File: config.mk
export PLATFORM = sky130hd
export DESIGN_NAME = bsrs_mac
export DESIGN_NICKNAME = d
export VERILOG_FILES = /design/src/rtl/bsrs_pkg.sv /design/src/rtl/bsrs_mac.sv
export SDC_FILE = /design/constraint.sdc
export NUM_CORES = 2
export LEC_CHECK = 0
export ABC_AREA = 1
export ABC_CLOCK_PERIOD_IN_PS = 5400
export BUFFER_PORTS_ARGS = -buffer_cell sky130_fd_sc_hd__buf_2
export CAP_MARGIN = 40
export CORE_MARGIN = 4
export CORE_UTILIZATION = 30
export DETAILED_ROUTE_END_ITERATION = 12
export GPL_TIMING_DRIVEN = 0
export PLACE_DENSITY = 0.4
export SLEW_MARGIN = 20
export SYNTH_ARGS = -nofsm -noshare
export SYNTH_HDL_FRONTEND = slang
export SYNTH_SLANG_ARGS = --single-unit
File: constraint.sdc
create_clock -name clk -period 5.4 [get_ports clk]
set_input_delay 0.27 -clock clk [delete_from_list [all_inputs] [get_ports clk]]
set_output_delay 0.27 -clock clk [all_outputs]
set_load 0.02 [all_outputs]
File: src/rtl/bsrs_pkg.sv
`timescale 1ns / 1ps
// Shared types and constants for the banded sparse row store.
package bsrs_pkg;

	localparam int ACC_W = 54;

	typedef enum logic [1:0] {
		K_WRITE = 2'd0,
		K_READ  = 2'd1,
		K_LOAD  = 2'd2,
		K_MUL   = 2'd3
	} kind_t;

	typedef enum logic [1:0] {
		ST_OK    = 2'd0,
		ST_FULL  = 2'd1,
		ST_RANGE = 2'd2,
		ST_NONE  = 2'd3
	} status_t;

	typedef enum logic [1:0] {
		CFG_ROWS = 2'd0,
		CFG_COLS = 2'd1,
		CFG_BAND = 2'd2,
		CFG_NONE = 2'd3
	} cfg_idx_t;

	typedef enum logic [3:0] {
		S_CLR,
		S_IDLE,
		S_FILL,
		S_RD,
		S_CHK,
		S_VEC,
		S_MISS,
		S_MV_RD,
		S_MV_WR,
		S_SUM,
		S_DONE
	} state_t;

	typedef struct packed {
		logic [6:0] rows_in_use;
		logic [6:0] columns_in_use;
		logic [3:0] band_in_use;
	} cfg_t;

	typedef struct packed {
		logic        clr;
		logic        en;
		logic [31:0] a;
		logic [31:0] b;
	} mac_ctl_t;

endpackage

File: src/rtl/bsrs_mac.sv
`timescale 1ns / 1ps
// Shared multiply, round and accumulate unit with saturated sum.
module bsrs_mac import bsrs_pkg::*; (
	input  logic        clk,
	input  logic        arst_n,
	input  mac_ctl_t    ctl,
	output logic        busy,
	output logic [31:0] sum
);

	logic signed [63:0]      prod_s1;
	logic                    vld_s1;
	logic signed [ACC_W-1:0] acc_q;
	logic signed [63:0]      rnd;

	localparam logic signed [ACC_W-1:0] MAXV = ACC_W'(64'sd2147483647);
	localparam logic signed [ACC_W-1:0] MINV = ACC_W'(-64'sd2147483648);

	assign rnd = (prod_s1 + 64'sd32768) >>> 16;

	always_ff @(posedge clk or negedge arst_n) begin
		if (!arst_n) begin
			vld_s1 <= 1'b0;
			acc_q  <= '0;
		end else begin
			vld_s1 <= ctl.en;
			if (ctl.clr)
				acc_q <= '0;
			else if (vld_s1)
				acc_q <= acc_q + ACC_W'(rnd);
		end
	end

	always_ff @(posedge clk) begin
		if (ctl.en)
			prod_s1 <= $signed(ctl.a) * $signed(ctl.b);
	end

	assign busy = vld_s1;

	always_comb begin
		priority if (acc_q > MAXV)
			sum = 32'h7FFF_FFFF;
		else if (acc_q < MINV)
			sum = 32'h8000_0000;
		else
			sum = acc_q[31:0];
	end

endmodule

==> results.toml <==
[final_layout]
syn_to_final_growth_pct = 25.2
drive_gt1_share_pct = 18.5
fin_area_sq_um = 59600
nets = 8146

[timing]
final.period_utilization_pct = 125
relSlewSlack_pct = 44.6
worst_slack_ns = -1.36
setup_violations = 49
min_period_ns = 6.76
grt_setup_unrepaired = "true"
finalHoldViolCount = 0
slew_viol_final = 0
fmax_mhz = 148
worst_pin_slew_ns = 0.830
clock_skew_ns = 0.0170
whs_ns = 0.241

[floorplanning]
ioPinCount = 101
rows = 145
initial_utilization_pct = 30.3
dieWidth_um = 407
die_h_um = 407
die-area_sq_um = 165000
core-area_sq_um = 157000

[place]
gp_congestion = 0.951
io_buffers = 100
dp_hpwl_um = 185000
placed_cell_area_sq_um = 52600

[setup_path]
slowest_delay_ns = 0.64
crit_path_top_delay_cell = "fa_2"
arrival_ns = 6.91
worstSetupPathType = "input pin to flop"
crit_path_end_kind = "flop"
cp_common_cell = "fa_1"
rr_worst_depth = 20
required_ns = 5.55
cp_max_fo = 5
startpoint_type = "input pin"

[logic_synthesis]
synthTopCellsByCount = "inv_1, nand2_1, fa_1, nor2_1, ha_1"
synth_area_leader_cell = "fa_1"
synth_cells = 6407
ys_seq_area_share_pct = 5.98
synth_area_sq_um = 47600
ys_ff_latch = 104
synth_ff_type = "dfrtp_1"
ys.warnings.count = 0
avgSynthCellArea_sq_um = 7.44
synth_edf_count = 49
synthTopCellsByArea = "fa_1, inv_1, nand2_1"
synthesis.nets = 7791
yosysMostFrequentCell = "inv_1"
synthArstFlopShare_pct = 52.9
synth_cell_types = 38
synth_top_area_share_pct = 45.5

[detailed_routing]
drtIter0Drc = 3378
num_vias = 42200
drt_first_pass_iters = 6
postRouteWirelength_um = 217000
postRouteAntennaNets = 0
remaining_drc_errors = 0
detail_route.vias_per_cell = 4.78
routedWlPerCell_um = 24.6

[cts]
clock_sinks = 104
cts_made_buffers = 9
cts.clk_slew.worst_paths_ns = 0.09
cts_buffer_depth = 2
cts_max_level = 3
cts_tree = "built"
clock-root-buffer = "clkbuf_16"
clk_latency_ns = 0.40

[global_routing]
gr-total-overflow = 0
grt_first_pass_wirelength_um = 313000
grt.total_usage_pct = 26.5
first_global_vias = 44300
grt_max_degree = 51
antenna_found_initial = 12

[status]
status = "finished with violations"
violations = "setup timing"

[worst_hold_path]
hold_depth = 4
hold_class = "input pin to flop"

[job]
max_cap_violations = 0
==> critical path, delay by kind of cell <==
kind                       cells  cell delay, ns
AOI/OAI and AO/OA              5            0.82
adders and majority gates      9            4.69
buffers and inverters          8            0.85
and+or+nand+nor                4            0.27
==> logic make-up after synthesis <==
| family | Yosys count | share of synthesized area, % |
|---|---|---|
| AOI/OAI and AO/OA | 346 | 3.81 |
| xor gates and xnor gates | 78 | 1.43 |
| adders and majority gates | 1316 | 51.6 |
| buffers and inverters | 2088 | 16.5 |
| DFF | 104 | 5.98 |
| and+or+nand+nor | 2475 | 20.7 |
==> final timing paths <==
| check | startpoint | endpoint | slack, ns |
|---|---|---|---|
| min in group asynchronous | arst_n | acc_q[12] | 0.28 |
| setup reg to reg | prod_s1[15] | acc_q[53] | 1.05 |
| hold / removal | ctl[65] | acc_q[25] | 0.24 |
| max in group asynchronous | arst_n | acc_q[51] | 4.59 |
| hold reg to reg | acc_q[40] | acc_q[40] | 0.55 |
| setup / recovery | ctl[63] | prod_s1[60] | -1.36 |
==> through the flow <==
step / worst slack, ns / TNS [ns] / instances / utilization (%)
after global placement: -3.11 / -116.58 / 8565 / 33.2
after detailed placement: -2.93 / -105.71 / 8601 / 33.5
after global routing: -1.56 / -55.90 / 8827 / 37.9
after floorplan: -1.38 / -34.04 / 6407 / -
final: -1.36 / -47.95 / 8829 / 38.0
after CTS: -1.41 / -51.42 / 8729 / 36.2
==> cell usage in the layout (no fill, tap or decap), types with 21 or more instances in the layout <==
cell and instances:
fa_2 111, clkbuf_16 79, ha_1 176, nand2_1 1713, clkbuf_2 22, clkbuf_8 45
inv_1 1789, inv_2 84, dfrtp_1 55, buf_8 27, nand3_2 24, o21ai_2 23
buf_12 38, nor2_2 35, a21oi_4 34, o21ai_0 96, buf_2 59, a21oi_2 48
nor2_1 231, ha_4 57, xnor2_1 21, buf_6 81, nor2_4 65, nand4_1 43
edfxtp_1 49, nand3_1 131, a21oi_1 79, buf_4 170, nand2_2 92, fa_1 971
nor3_1 21, nand2_4 57, xor2_1 51
==> area by class of cell <==
cell class / instances / area, sq um
Multi-Input combinational cell: 4215 / 40400
Buffer: 208 / 3120
Inverter: 1880 / 7080
Tap cell: 2058 / 2570
Clock buffer: 9 / 225
Antenna cell: 4 / 10.0
Fill cell: 16700 / 97500
Timing Repair Buffer: 344 / 3260
Sequential cell: 104 / 2850
Clock inverter: 7 / 75.1
==> metal layers <==
metal	global-route usage, %	wire, um
met1	36.4	95000
met2	44.3	101000
met3	3.28	13400
met4	6.74	7870
met5	0	12
==> sequential cells by signal, summed over array words and instances (netlist names) <==
| signal | flops |
|---|---|
| acc_q | 54 |
| prod_s1 | 49 |
| busy | 1 |
==> timing repair <==
item	CTS	global route
endpoints found under the setup margin	49	49
buffers inserted	110	93
pin swaps	139	243
hold buffers	1	0
gates resized for setup	711	542
gates cloned	2	4
hold endpoints to repair	13	0
Power is left out: the tool's default activity adds up to more than one toggle a clock period on the data nets, which glitch-free logic cannot reach.
